**src/rtl/core/bfa_pkg.sv**
```systemverilog
// Shared types, codes and constants for the best-fit block allocator.
// No dependencies; every other file of the block imports this package.
`timescale 1ns / 1ps

package bfa_pkg;

  localparam int ADDR_W     = 13;
  localparam int LEN_W      = 14;
  localparam int OWN_W      = 16;
  localparam int MODE_W     = 2;
  localparam int STAT_W     = 3;
  localparam int GRAN_W     = 12;  // effective granule reaches 2048
  localparam int CFG_W      = 11;
  localparam int RND_W      = 15;  // rounded request can pass the pool size
  localparam int POOL_BYTES = 8192;
  localparam int MIN_GRAN   = 8;

  localparam logic [MODE_W-1:0] MODE_ALLOC = 2'd0;
  localparam logic [MODE_W-1:0] MODE_FREE  = 2'd1;
  localparam logic [MODE_W-1:0] MODE_CHECK = 2'd2;

  typedef enum logic [STAT_W-1:0] {
    ST_OK      = 3'd0,
    ST_BADSIZE = 3'd1,
    ST_NOMEM   = 3'd2,
    ST_FULL    = 3'd3,
    ST_UNKNOWN = 3'd4,
    ST_SHORT   = 3'd5
  } status_e;

  typedef enum logic [1:0] {
    UPD_NONE  = 2'd0,
    UPD_WRITE = 2'd1,
    UPD_SHIFT = 2'd2
  } upd_e;

  typedef enum logic [3:0] {
    S_IDLE,
    S_DIV,
    S_HGO,
    S_HSCAN,
    S_HUPD,
    S_HUPD2,
    S_BGO,
    S_BSCAN,
    S_OUT
  } fsm_e;

  typedef struct packed {
    logic [ADDR_W-1:0] addr;
    logic [LEN_W-1:0]  size;
  } hole_t;

  typedef struct packed {
    logic [OWN_W-1:0]  owner;
    logic [LEN_W-1:0]  req;
    logic [LEN_W-1:0]  act;
    logic [ADDR_W-1:0] addr;
  } blk_t;

  // Query travelling down the hole chain: best fit and neighbour search at once
  typedef struct packed {
    logic              vld;
    logic [RND_W-1:0]  rnd;
    logic [ADDR_W-1:0] addr;
    logic [LEN_W-1:0]  len;
    logic              found;
    logic              exact;
    logic [ADDR_W-1:0] paddr;
    logic [LEN_W-1:0]  psize;
    logic              lfound;
    logic [ADDR_W-1:0] laddr;
    logic [LEN_W-1:0]  lsize;
    logic              rfound;
    logic [LEN_W-1:0]  rsize;
  } hole_qry_t;

  // Query travelling down the block chain: address lookup or range check
  typedef struct packed {
    logic              vld;
    logic              chk;
    logic [OWN_W-1:0]  owner;
    logic [ADDR_W-1:0] addr;
    logic              found;
    logic [ADDR_W-1:0] faddr;
    logic [LEN_W-1:0]  freq;
    logic [LEN_W-1:0]  fact;
  } blk_qry_t;

  typedef struct packed {
    upd_e  cmd;
    hole_t ent;
  } hole_upd_t;

  typedef struct packed {
    upd_e cmd;
    blk_t ent;
  } blk_upd_t;

endpackage

```
**src/rtl/core/bfa_gran_div.sv**
```systemverilog
// Rounds a request up to the granule: restoring remainder, one bit a cycle.
// Depends on bfa_pkg.
`timescale 1ns / 1ps

module bfa_gran_div (
  input  logic                       clk_i,
  input  logic                       rst_ni,
  input  logic                       start_i,
  input  logic [bfa_pkg::LEN_W-1:0]  size_i,
  input  logic [bfa_pkg::GRAN_W-1:0] gran_i,
  output logic                       done_o,
  output logic [bfa_pkg::RND_W-1:0]  rnd_o
);
  import bfa_pkg::*;

  localparam int CNT_W = $clog2(LEN_W);

  logic               busy_q, busy_d;
  logic               done_q, done_d;
  logic [CNT_W-1:0]   cnt_q, cnt_d;
  logic [LEN_W-1:0]   sh_q, sh_d;
  logic [LEN_W-1:0]   size_q, size_d;
  logic [GRAN_W-1:0]  rem_q, rem_d;
  logic [RND_W-1:0]   rnd_q, rnd_d;
  logic [GRAN_W:0]    trial;
  logic [GRAN_W:0]    diff;
  logic [GRAN_W-1:0]  pad;

  always_comb begin
    busy_d = busy_q;
    done_d = 1'b0;
    cnt_d  = cnt_q;
    sh_d   = sh_q;
    size_d = size_q;
    rem_d  = rem_q;
    rnd_d  = rnd_q;
    trial  = {rem_q, sh_q[LEN_W-1]};
    diff   = trial - {1'b0, gran_i};
    pad    = '0;
    if (start_i) begin
      busy_d = 1'b1;
      cnt_d  = '0;
      sh_d   = size_i;
      size_d = size_i;
      rem_d  = '0;
    end else if (busy_q) begin
      rem_d = (trial >= {1'b0, gran_i}) ? diff[GRAN_W-1:0] : trial[GRAN_W-1:0];
      sh_d  = {sh_q[LEN_W-2:0], 1'b0};
      cnt_d = cnt_q + 1'b1;
      if (cnt_q == CNT_W'(LEN_W - 1)) begin
        busy_d = 1'b0;
        done_d = 1'b1;
        pad    = (rem_d != '0) ? (gran_i - rem_d) : '0;
        rnd_d  = {1'b0, size_q} + RND_W'(pad);
      end
    end
  end

  always_ff @(posedge clk_i or negedge rst_ni) begin
    if (!rst_ni) begin
      busy_q <= 1'b0;
      done_q <= 1'b0;
      cnt_q  <= '0;
    end else begin
      busy_q <= busy_d;
      done_q <= done_d;
      cnt_q  <= cnt_d;
    end
  end

  always_ff @(posedge clk_i) begin
    sh_q   <= sh_d;
    size_q <= size_d;
    rem_q  <= rem_d;
    rnd_q  <= rnd_d;
  end

  assign done_o = done_q;
  assign rnd_o  = rnd_q;

endmodule

```
**config.mk**
```make
export PLATFORM = sky130hd
export DESIGN_NAME = bfa_gran_div
export DESIGN_NICKNAME = d
export VERILOG_FILES = /design/src/rtl/core/bfa_pkg.sv /design/src/rtl/core/bfa_gran_div.sv
export SDC_FILE = /design/constraint.sdc
export NUM_CORES = 1
export LEC_CHECK = 0
export BUFFER_PORTS_ARGS = -buffer_cell sky130_fd_sc_hd__buf_2
export CAP_MARGIN = 40
export CELL_PAD_IN_SITES_DETAIL_PLACEMENT = 0
export CELL_PAD_IN_SITES_GLOBAL_PLACEMENT = 1
export CORE_MARGIN = 2
export CORE_UTILIZATION = 42
export CTS_CLUSTER_SIZE = 25
export DETAILED_ROUTE_END_ITERATION = 8
export GPL_ROUTABILITY_DRIVEN = 0
export GPL_TIMING_DRIVEN = 0
export PLACE_DENSITY = 0.84
export REMOVE_ABC_BUFFERS = 1
export SYNTH_ARGS = -nofsm -noshare
export SYNTH_HDL_FRONTEND = slang
export SYNTH_SLANG_ARGS = --single-unit
```
**constraint.sdc**
```tcl
create_clock -name clk_i -period 5.5 [get_ports clk_i]
set_input_delay 0.275 -clock clk_i [delete_from_list [all_inputs] [get_ports clk_i]]
set_output_delay 0.275 -clock clk_i [all_outputs]
set_load 0.01 [all_outputs]
```
Yosys cells after proc, flatten, opt, wreduce, memory -nomap -nowiden
Cells that the tools add are included.

Add/sub/neg operators: 4. Order comparisons: 1. Equal/unequal tests: 1. Muxes and demuxes: 12. Bitwise gates (word level): 1. Reduce and logical (&&, ||, !) cells: 3.

Operators with widths (count): $mux 14 (2); $mux 12 (2); $sub 12x12->12 (2); $add 14x12->15 (1); $ge 13x12->1 (1); $reduce_bool 12->1 (1); $mux 4 (2); $mux 1 (6); $add 4x1->4 const B (1); $eq 4x4->1 const B (1); $reduce_and 3->1 (1); $reduce_bool 2->1 (1); $not 1->1 (1).

Register bits after elaboration: 61. Output and inout bits: 16. Logic and storage cells: 29.

Depth between registers and ports, before layout
Gate-level depths: netlist of the first run.

Depth after elaboration: 5. Depth in mapped cells: 27. Gate-level depth less buffers: 25.

Worst setup path after synthesis of the first run
Ideal clock, no wire load.

Kind: input port to flip-flop. Start point: input port gran_i[2] (netlist name). End point: register rnd_q[12] (netlist: rnd_o[12]) (data pin). Library setup time: 0.270 ns. Arrival time: 5.264 ns. Data required time: 5.230 ns. Path slack: -0.034 ns. Cell stages on the path: 25. Cells stage by stage: clkbuf_1 > inv_1 > ha_1 > nor2b_1 > o31a_1 > o311ai_1 > a2111oi_0 > or3_1 > a31oi_1 > and4_1 > clkbuf_1 > clkbuf_1 > nor2_1 > ha_1 > fa_1 > a21o_1 > a21oi_1 > o21bai_1 > a21oi_1 > o21bai_1 > a21oi_1 > nor2b_1 > o21a_1 > o41ai_1 > xnor2_1.

Word-level cells in the longest chain between the ends: 5. Elaborated cells between the ends (all ways): 7. Classes of those cells: add/sub (3); order compare (1); mux (2); reduce/logical (1).

RTL lines: start: declaration (RTL line bfa_gran_div.sv:10) `input logic [bfa_pkg::GRAN_W-1:0] gran_i,`; $sub 12x12->12 or $ge 13x12->1 (tied branches) (RTL line bfa_gran_div.sv:38, bfa_gran_div.sv:47); $mux 12 (RTL line bfa_gran_div.sv:47) `rem_d = (trial >= {1'b0, gran_i}) ? diff[GRAN_W-1:0] : trial[GRAN_W-1:0];`; $sub 12x12->12 or $reduce_bool 12->1 (tied branches) (RTL line bfa_gran_div.sv:53) `pad = (rem_d != '0) ? (gran_i - rem_d) : '0;`; $mux 12 (*) (RTL line bfa_gran_div.sv:53); $add 14x12->15 (*) (RTL line bfa_gran_div.sv:54) `rnd_d = {1'b0, size_q} + RND_W'(pad);`; end signal: assignment (RTL line bfa_gran_div.sv:75) `rnd_q <= rnd_d;`; end: declaration (RTL line bfa_gran_div.sv:24) `logic [RND_W-1:0] rnd_q, rnd_d;`.

Mark *: on every way between the ends. The rest lies on a longest branch, timed or not. A chain may end at the register's enable or synchronous reset.

Worst setup path in the final report of the first run
Start point: register sh_q[13]. End point: register rnd_q[12] (netlist: rnd_o[12]) (data pin).

Word-level cells in the longest chain between the ends: 5. Elaborated cells between the ends (all ways): 7. Classes of those cells: add/sub (3); order compare (1); mux (2); reduce/logical (1).

RTL lines: start: declaration (RTL line bfa_gran_div.sv:21) `logic [LEN_W-1:0] sh_q, sh_d;`; start signal: assignment (RTL line bfa_gran_div.sv:72) `sh_q <= sh_d;`; $sub 12x12->12 or $ge 13x12->1 (tied branches) (RTL line bfa_gran_div.sv:38, bfa_gran_div.sv:47); $mux 12 (*) (RTL line bfa_gran_div.sv:47); $sub 12x12->12 or $reduce_bool 12->1 (tied branches) (RTL line bfa_gran_div.sv:53); $mux 12 (*) (RTL line bfa_gran_div.sv:53); $add 14x12->15 (*) (RTL line bfa_gran_div.sv:54).

Marks and branches as above.

==> flow_metrics.py, run 1 <==
metrics = {
    "placement": {
        "io_buffers": 44,
        "hpwl_mm": 6.77,
        "place_area_um2": 4530,
    },
    "floorplanning": {
        "dieHeight_um": 103,
        "dieArea_um2": 10700,
        "rows": 36,
        "core-area_um2": 9680,
        "io-pin-count": 45,
        "die_width_um": 103,
        "initial_core_util_pct": 42.7,
    },
    "final_layout": {
        "final_cell_mix": "nor2_1 (45), buf_2 (44), edfxtp_1 (43), ha_1 (30), inv_1 (25)",
        "diodes": 0,
        "final_common_cell": "nor2_1",
        "nets": 527,
        "area_growth_pct": 21.1,
        "drive_above_1_share_pct": 27.4,
        "final_area_um2": 5010,
    },
    "grt": {
        "grt_max_degree": 38,
        "met3_usage_pct": 3.83,
        "grt_pass1_wl_mm": 15.0,
        "grt-busiest-layer": "met2",
        "use_met1_pct": 23.1,
        "grt_use_total_pct": 18.3,
        "globalRouteMet2Util_pct": 31.9,
        "grt_overflow_total": 0,
        "grt_pass1_vias": 3146,
        "grt_antenna_before_repair": 0,
    },
    "synthesis": {
        "ys_async_sr_fraction_pct": 9.84,
        "syn_area_per_cell_um2": 10.3,
        "synth.area.top_cells": "edfxtp_1 (31%), ha_1 (9.7%), dfxtp_1 (5.8%), xnor2_1 (4.7%), nor2_1 (4.2%)",
        "synth_cells": 402,
        "synth_edf_count": 43,
        "ys_ff_latch": 61,
        "ys_types": 63,
        "syn_area_um2": 4140,
        "yosysTopAreaCellShare_pct": 31.2,
        "synth_top_cell_by_area": "edfxtp_1",
        "yosysWarnings": 0,
        "ys_seq_area_share_pct": 40.7,
        "ys.flop_type": "edfxtp_1",
    },
    "status": {
        "status": "finished, final reports clean",
    },
    "run": {
        "maxCapViolations": 0,
    },
    "timing": {
        "worst_pin_slew_ns": 0.506,
        "slew_headroom_pct": 66.0,
        "fin_skew_ns": 0.0104,
        "fmax_mhz": 189,
        "min_period_ns": 5.28,
        "tns_ns": 0,
        "drv_slew": 0,
        "setup_viol": 0,
        "fin_crit_sh_pct": 96.0,
        "rsz0062_at_grt": "yes",
        "finalHoldViolCount": 0,
    },
    "critical_path": {
        "crit_top_cell": "a21oi_2",
        "crit_type": "reg -> reg",
        "cp_top_family": "compound AO/OA/AOI/OAI gates",
        "required_ns": 5.60,
        "startpoint_type": "register",
        "crit_path_end_kind": "register",
        "max_stage_delay_ns": 0.47,
        "cp_cell_sequence": "inv_2 > ha_4 > fa_2 > nor2b_2 > o31a_1 > a21oi_2 > or3_4 > o41ai_4 > o2111a_1 > and4_4 > nor2_2 > ha_2 > fa_2 > a21o_1 > a21oi_2 > o21bai_1 > a21oi_2 > o21bai_1 > a21oi_2 > nor2b_1 > o21a_1 > o41ai_4 > xnor2_1",
        "slowest_stage": "edfxtp_1",
        "arrival_ns": 5.38,
        "path_max_fanout": 7,
        "crit_buf_inv": 1,
    },
    "routing": {
        "viasPerCell": 5.34,
        "routedWlPerCell_um": 15.4,
        "routed-via-count": 3207,
        "drt-initial-drc-count": 79,
        "drc": 0,
        "ant_nets": 0,
        "drt-pass1-iter-count": 4,
        "routed_wl_mm": 9.25,
    },
    "cts": {
        "insertion_delay_ns": 0.36,
        "cts_tree": "yes",
        "clock-sinks": 61,
        "cts.path.max_buffers": 2,
        "numCtsBuffers": 9,
        "htreeDepth": 3,
        "clk_pin_slew_ns": 0.07,
        "clock-root-buffer": "clkbuf_8",
    },
    "min_path": {
        "hold_class": "in -> reg",
    },
    "power_and_ir_drop": {
        "p_comb_share_pct": 65.8,
        "peakVddDrop_uv": 319,
        "seqPwrFrac_pct": 21.4,
        "power.net_switching_mw": 1.35,
        "power.share.switching_pct": 42.7,
        "p_leak_nw": 2.06,
        "p_clk_share_pct": 12.8,
        "p_per_area_nw_per_um2": 629,
        "p_int_mw": 1.80,
    },
}
[path summary, 6_finish.rpt]
path	slack, ns	cells after the start	to	start
worst min-delay path	0.11	1	size_q[3]	size_i[3]
min in group asynchronous	0.26	2	cnt_q[1]	rst_ni
max in group asynchronous	5.09	2	busy_q	rst_ni
worst max register to register	0.22	23	rnd_o[12]	sh_q[13]
worst min register to register	0.50	2	rem_q[11]	rem_q[11]
worst max-delay path	0.22	23	rnd_o[12]	sh_q[13]
[area by class of cell]
class                   instances  area (um2)
clock buffers                  10         128
clock inverters                 6        62.6
fillers                       894        4680
inverters                      26        97.6
multi-input cells             304        2500
flip-flops and latches         61        1680
well taps                     133         166
repair buffers                 61         374
[stage by stage]
stage	power (mW)	instances	hold WS [ns]	setup WS, ns	util (%)
6_report	3.15	601	0.105	0.221	51.7
5_1_grt	3.40	601	0.0921	-0.0477	51.7
4_1_cts	2.95	589	0.0998	0.00119	49.4
3_5_place_dp	2.44	571	0.102	-0.694	46.8
3_3_place_gp	2.37	568	0.0998	-0.597	46.2
2_1_floorplan	2.09	391	-0.0206	0.332	-
[sequential cells by signal, summed over array words and instances, names as in the netlist]
| name | cells |
|---|---|
| busy_q | 1 |
| size_q | 14 |
| rnd_o | 15 |
| rem_q | 12 |
| sh_q | 14 |
| cnt_q | 4 |
| done_o | 1 |
[worst register-to-register path: stages (launching register included)]
cell	delay, ns
edfxtp_1	0.47
inv_2	0.08
ha_4	0.17
fa_2	0.38
nor2b_2	0.13
o31a_1	0.27
a21oi_2	0.07
or3_4	0.38
o41ai_4	0.31
o2111a_1	0.23
and4_4	0.29
nor2_2	0.06
ha_2	0.19
fa_2	0.39
a21o_1	0.17
a21oi_2	0.14
o21bai_1	0.10
a21oi_2	0.15
o21bai_1	0.11
a21oi_2	0.17
nor2b_1	0.06
o21a_1	0.22
o41ai_4	0.36
xnor2_1	0.12
[repair_timing]
action | 4_1_cts | 5_1_grt
cloned | 0 | 0
hold buffers | 1 | 0
setup endpoints to repair | 6 | 6
gates resized for setup | 10 | 29
setup buffers | 1 | 12
pin swaps | 0 | 18
endpoints found under the hold margin | 6 | 0
[Yosys cell counts (all sizes together), types with 12 or more instances]
| cell type | instances |
|---|---|
| nor2 | 46 |
| edfxtp | 43 |
| ha | 32 |
| inv | 26 |
| xnor2 | 22 |
| nand2 | 19 |
| a21oi | 16 |
| mux2 | 15 |
| a211oi | 13 |
| dfxtp | 12 |
| xor2 | 12 |
[cells by family (layout without fill, tap and decap cells)]
group / after synthesis / in the layout / synth area share (%)
simple gates: 122 / 122 / 15.0
compound gates: 88 / 88 / 15.9
flops: 61 / 61 / 40.7
buf+inv: 37 / 103 / 3.45
fa+ha+maj: 36 / 36 / 11.4
xor+xnor: 34 / 34 / 7.20
mux: 24 / 24 / 6.44
[layer usage]
layer | up-vias | share of wire [%]
met5 | - | 0
met2 | 59 | 49
met1 | 1527 | 46
li1 | 1610 | -
met3 | 11 | 3.5
met4 | 0 | 0.96
[power by group through the flow]
stage	registers, mW	logic, mW	clock network, mW
6_report	0.675	2.07	0.403
2_1_floorplan	0.671	1.42	0
4_1_cts	0.674	1.86	0.411
5_1_grt	0.681	2.29	0.427
3_3_place_gp	0.681	1.69	0
3_5_place_dp	0.683	1.75	0
(Power assumes the default switching activity.)
==> run 2, diff against run 1 <==
Clock period 5.5 ns to 4.23 ns, I/O delays scaled along.
==> flow_metrics.py, run 2 (synthesis results as in run 1) <==
metrics = {
    "floorplanning": {
        "dieArea_um2": 10700,
        "core-area_um2": 9680,
        "dieHeight_um": 103,
        "initial_core_util_pct": 42.7,
        "rows": 36,
        "io-pin-count": 45,
        "die_width_um": 103,
    },
    "cts": {
        "insertion_delay_ns": 0.35,
        "clk_pin_slew_ns": 0.07,
        "clock-sinks": 61,
        "numCtsBuffers": 9,
        "clock-root-buffer": "clkbuf_8",
        "cts.path.max_buffers": 2,
        "htreeDepth": 3,
        "cts_tree": "yes",
    },
    "critical_path": {
        "cp_top_family": "compound AO/OA/AOI/OAI gates",
        "slowest_stage": "edfxtp_1",
        "path_max_fanout": 3,
        "max_stage_delay_ns": 0.45,
        "crit_buf_inv": 2,
        "startpoint_type": "register",
        "required_ns": 4.33,
        "crit_type": "reg -> reg",
        "arrival_ns": 5.19,
        "cp_cell_sequence": "inv_2 > ha_4 > fa_2 > nor2b_2 > o31a_1 > buf_6 > o311ai_4 > a21boi_4 > o41ai_4 > o2111a_1 > and4_4 > nor2_4 > ha_4 > fa_2 > a21o_1 > a21oi_2 > o21bai_1 > a21oi_2 > o21bai_1 > a21oi_2 > nor2b_1 > o21a_1 > o41ai_4 > xnor2_1",
        "crit_path_end_kind": "register",
        "crit_top_cell": "a21oi_2",
    },
    "routing": {
        "routed_wl_mm": 9.91,
        "viasPerCell": 5.33,
        "routedWlPerCell_um": 15.8,
        "drt-initial-drc-count": 127,
        "drt-pass1-iter-count": 4,
        "ant_nets": 0,
        "drc": 0,
        "routed-via-count": 3353,
    },
    "final_layout": {
        "largest_register_ffs": 15,
        "nets": 555,
        "finish.utilization_pct": 55.3,
        "diodes": 0,
        "multi_input_area_um2": 2600,
        "final_cell_mix": "nor2_1 (44), buf_2 (44), edfxtp_1 (43), buf_4 (35), ha_1 (26)",
        "seqCellArea_um2": 1680,
        "nFillCells": 844,
        "drive_above_1_share_pct": 35.3,
        "area_growth_pct": 29.4,
    },
    "power_and_ir_drop": {
        "p_leak_nw": 2.23,
        "p_per_area_nw_per_um2": 898,
        "peakVddDrop_uv": 418,
    },
    "grt": {
        "grt_pass1_vias": 3454,
        "grt_overflow_total": 0,
        "grt_use_total_pct": 20.2,
        "grt_pass1_wl_mm": 16.5,
        "grt_antenna_before_repair": 0,
        "grt_max_degree": 38,
    },
    "timing": {
        "drv_slew": 0,
        "worst_pin_slew_ns": 0.485,
        "fin_skew_ns": 0.00868,
        "min_period_ns": 5.09,
        "fmax_mhz": 196,
        "tns_ns": -4.87,
        "rsz0062_at_grt": "yes",
        "finalHoldViolCount": 0,
        "slew_headroom_pct": 66.8,
        "setup_viol": 9,
        "fin_crit_sh_pct": 120,
        "setup_slack_ns": -0.862,
    },
    "status": {
        "violations": "setup timing",
        "status": "finished, violations left",
    },
    "run": {
        "maxCapViolations": 0,
    },
    "placement": {
        "hpwl_mm": 6.77,
        "io_buffers": 44,
    },
    "min_path": {
        "hold_class": "in -> reg",
    },
}
==> run 2: worst register-to-register path, cell delays in order (launching register included) <==
cell	delay, ns
edfxtp_1	0.45
inv_2	0.07
ha_4	0.16
fa_2	0.36
nor2b_2	0.13
o31a_1	0.20
buf_6	0.13
o311ai_4	0.10
a21boi_4	0.18
o41ai_4	0.38
o2111a_1	0.27
and4_4	0.30
nor2_4	0.06
ha_4	0.17
fa_2	0.33
a21o_1	0.17
a21oi_2	0.15
o21bai_1	0.10
a21oi_2	0.15
o21bai_1	0.10
a21oi_2	0.15
nor2b_1	0.06
o21a_1	0.21
o41ai_4	0.36
xnor2_1	0.10
==> run 2: routing by layer <==
layer / GRT usage, % / vias up / routed length [um] / part of all wire, %
met5: 0 / - / 0 / 0
met4: 6.98 / 0 / 193 / 1.9
met3: 4.57 / 19 / 405 / 4.1
met2: 35.9 / 67 / 4910 / 50
met1: 24.0 / 1600 / 4400 / 44
li1: - / 1667 / - / -
==> run 2: what timing repair did <==
action	CTS	global route
hold endpoints to repair	6	0
hold buffers	1	0
setup endpoints to repair	14	11
gates resized for setup	54	14
pin swaps	30	3
setup buffers	38	4
==> run 2: cell type report <==
type | count | share of cell area [%]
clock buffer | 10 | 2.38
clock inverter | 6 | 1.17
inverter | 26 | 1.82
multi-input combinational | 304 | 48.6
sequential | 61 | 31.5
tap | 133 | 3.11
timing repair buffer | 89 | 11.5
==> run 2: metrics by stage <==
| stage | power [mW] | instances | hold slack (ns) | setup slack (ns) | area, um2 |
|---|---|---|---|---|---|
| 3_5_place_dp | 3.17 | 571 | 0.0388 | -1.96 | 4530 |
| 4_1_cts | 4.59 | 626 | 0.0363 | -0.816 | 5260 |
| 5_1_grt | 5.15 | 629 | 0.0319 | -1.15 | 5350 |
| 2_1_floorplan | 2.71 | 391 | -0.0841 | -0.938 | 4090 |
| 6_report | 4.81 | 629 | 0.0456 | -0.862 | 5350 |
| 3_3_place_gp | 3.08 | 568 | 0.0363 | -1.87 | 4480 |
==> run 2: power breakdown <==
part	internal (mW)	total, mW	switching (mW)
clock network	0.271	0.523	0.252
registers	0.828	0.879	0.0509
logic	1.72	3.40	1.68
==> run 2: worst paths after layout <==
path,depth (start not counted),endpoint,start,slack [ns]
min in group asynchronous,2,cnt_q[1],rst_ni,0.20
min reg2reg,2,rem_q[11],rem_q[11],0.51
max reg2reg,24,rnd_o[12],sh_q[13],-0.86
max,24,rnd_o[12],sh_q[13],-0.86
max in group asynchronous,2,busy_q,rst_ni,3.88
min,1,size_q[12],size_i[12],0.05
==> run 3, diff against run 2 <==
Settings changed: CORE_UTILIZATION 42 to 45, CTS_BUF_LIST set to sky130_fd_sc_hd__clkbuf_8, PLACE_DENSITY 0.84 to 0.86, SETUP_SLACK_MARGIN set to 0.05.
Clock period 4.23 ns to 5.7 ns, I/O delays scaled along.
==> flow_metrics.py, run 3 (synthesis results as in run 1) <==
metrics = {
    "critical_path": {
        "arrival_ns": 5.53,
        "cp_cell_sequence": "inv_1 > ha_1 > fa_1 > nor2b_2 > o31a_1 > a21oi_1 > or3_1 > o41ai_2 > o2111a_1 > and4_4 > nor2_1 > ha_1 > fa_1 > a21o_1 > a21oi_2 > o21bai_1 > a21oi_2 > o21bai_1 > a21oi_2 > nor2b_1 > o21a_1 > o41ai_4 > xnor2_1",
        "required_ns": 5.79,
        "crit_top_cell": "a21oi_2",
        "path_max_fanout": 4,
        "r2r_end": "rnd_o[12]",
        "setup.reg_to_reg.worst_slack_ns": 0.27,
        "crit_buf_inv": 1,
        "path_depth": 23,
        "rr_startpoint": "sh_q[13]",
        "reg2reg_depth": 23,
        "startpoint_type": "register",
        "crit_start": "sh_q[13]",
        "crit_path_end": "rnd_o[12]",
        "max_stage_delay_ns": 0.45,
        "crit_path_end_kind": "register",
        "cp_top_family": "compound AO/OA/AOI/OAI gates",
        "slowest_stage": "edfxtp_1",
        "crit_type": "reg -> reg",
    },
    "final_layout": {
        "nFillCells": 785,
        "final_cell_mix": "nor2_1 (46), buf_2 (44), edfxtp_1 (43), ha_1 (32), inv_1 (27)",
        "nets": 518,
        "drive_above_1_share_pct": 22.7,
        "final_area_um2": 4790,
        "fin_cells": 567,
        "seqCellArea_um2": 1680,
        "largest_register_ffs": 15,
        "multi_input_area_um2": 2400,
        "final_common_cell": "nor2_1",
        "finish.utilization_pct": 54.4,
        "diodes": 0,
        "area_growth_pct": 15.8,
    },
    "timing": {
        "min_period_ns": 5.43,
        "setup_slack_ns": 0.267,
        "fin_skew_ns": 0.00787,
        "tns_ns": 0,
        "finalHoldViolCount": 0,
        "fmax_mhz": 184,
        "slew_headroom_pct": 61.6,
        "setup_viol": 0,
        "holdWs_ns": 0.125,
        "worst_pin_slew_ns": 0.576,
        "drv_slew": 0,
        "rsz0062_at_grt": "no",
        "fin_crit_sh_pct": 95.3,
    },
    "run": {
        "maxCapViolations": 0,
    },
    "routing": {
        "routedWlPerCell_um": 15.6,
        "routed_wl_mm": 8.85,
        "drt-pass1-iter-count": 4,
        "ant_nets": 0,
        "drc": 0,
        "routed-via-count": 3190,
        "viasPerCell": 5.63,
        "drt-initial-drc-count": 92,
    },
    "cts": {
        "numCtsBuffers": 9,
        "clk_pin_slew_ns": 0.07,
        "clock-root-buffer": "clkbuf_8",
        "htreeDepth": 3,
        "cts_tree": "yes",
        "cts.path.max_buffers": 2,
        "clock-sinks": 61,
        "insertion_delay_ns": 0.34,
    },
    "grt": {
        "grt_use_total_pct": 18.7,
        "grt_pass1_wl_mm": 14.8,
        "grt_max_degree": 26,
        "grt_antenna_before_repair": 0,
        "grt_pass1_vias": 3142,
        "grt_overflow_total": 0,
    },
    "floorplanning": {
        "io-pin-count": 45,
        "dieArea_um2": 9980,
        "rows": 34,
        "core-area_um2": 8810,
        "dieHeight_um": 99.9,
        "initial_core_util_pct": 47.0,
        "die_width_um": 99.9,
    },
    "power_and_ir_drop": {
        "finalPower_mw": 2.82,
        "power.net_switching_mw": 1.22,
        "p_int_mw": 1.59,
        "seqPwrFrac_pct": 23.1,
        "power.share.switching_pct": 43.4,
        "peakVddDrop_uv": 293,
        "p_leak_nw": 2.00,
        "p_comb_share_pct": 65.2,
        "p_per_area_nw_per_um2": 588,
        "p_clk_share_pct": 11.7,
    },
    "placement": {
        "dpl_worst_slack_ns": -0.509,
        "io_buffers": 44,
        "place_area_um2": 4500,
        "hpwl_mm": 6.63,
        "dp_cells": 546,
    },
    "min_path": {
        "hold_class": "in -> reg",
    },
    "status": {
        "status": "finished, final reports clean",
    },
}
run 3: cell count changes in the layout (fill, tap and decap cells not counted), moves of 3 or more:
cell / delta
buf_4: -30
buf_6: -6
ha_1: +6
a21oi_1: +4
a21oi_2: -4
ha_4: -4
o21ai_0: +3
run 3: worst register-to-register path: cells and delay by family (launching register included):
family,cells,cell delay [ns]
AOI/OAI and AO/OA,12,2.34
and+or+nand+nor,5,0.95
buffers and inverters,1,0.07
xor gates and xnor gates,1,0.10
adders and majority gates,4,1.26
DFF,1,0.45
run 3: worst min path at each step:
stage / cells past startpoint / endpoint / startpoint
after global routing: 1 / size_q[0] / size_i[0]
after detailed placement: 1 / cnt_q[0] / rst_ni
final: 1 / size_q[0] / size_i[0]
after global placement: 1 / cnt_q[0] / rst_ni
after floorplan: 0 / busy_q / rst_ni
after CTS: 1 / size_q[0] / size_i[0]
run 3: timing repair:
item	CTS	global route
setup buffers	1	3
hold buffers	1	0
pin swaps	2	4
hold endpoints to repair	6	0
endpoints found under the setup margin	4	5
gates resized for setup	8	9
run 3: cell type report:
type                       count  area share (%)
tap                          108            2.82
multi-input combinational    304            50.1
clock inverter                 7           0.914
sequential                    61            35.1
inverter                      26            2.04
timing repair buffer          52            6.48
clock buffer                   9            2.59
run 3: metal layers:
metal  global-route usage [%]  routed length [um]  vias up
met5                        0                   0        -
met4                     5.06                  78        0
met3                     4.18                 299        8
met2                     31.8                4330       48
met1                     24.1                4150     1543
li1                         -                   -     1591
run 3: power by group through the flow:
| stage | registers (mW) | clock network, mW | logic (mW) |
|---|---|---|---|
| after floorplan | 0.647 | 0 | 1.37 |
| after global placement | 0.657 | 0 | 1.62 |
| after detailed placement | 0.658 | 0 | 1.67 |
| after CTS | 0.649 | 0.338 | 1.74 |
| after global routing | 0.655 | 0.353 | 2.05 |
| final | 0.650 | 0.330 | 1.84 |
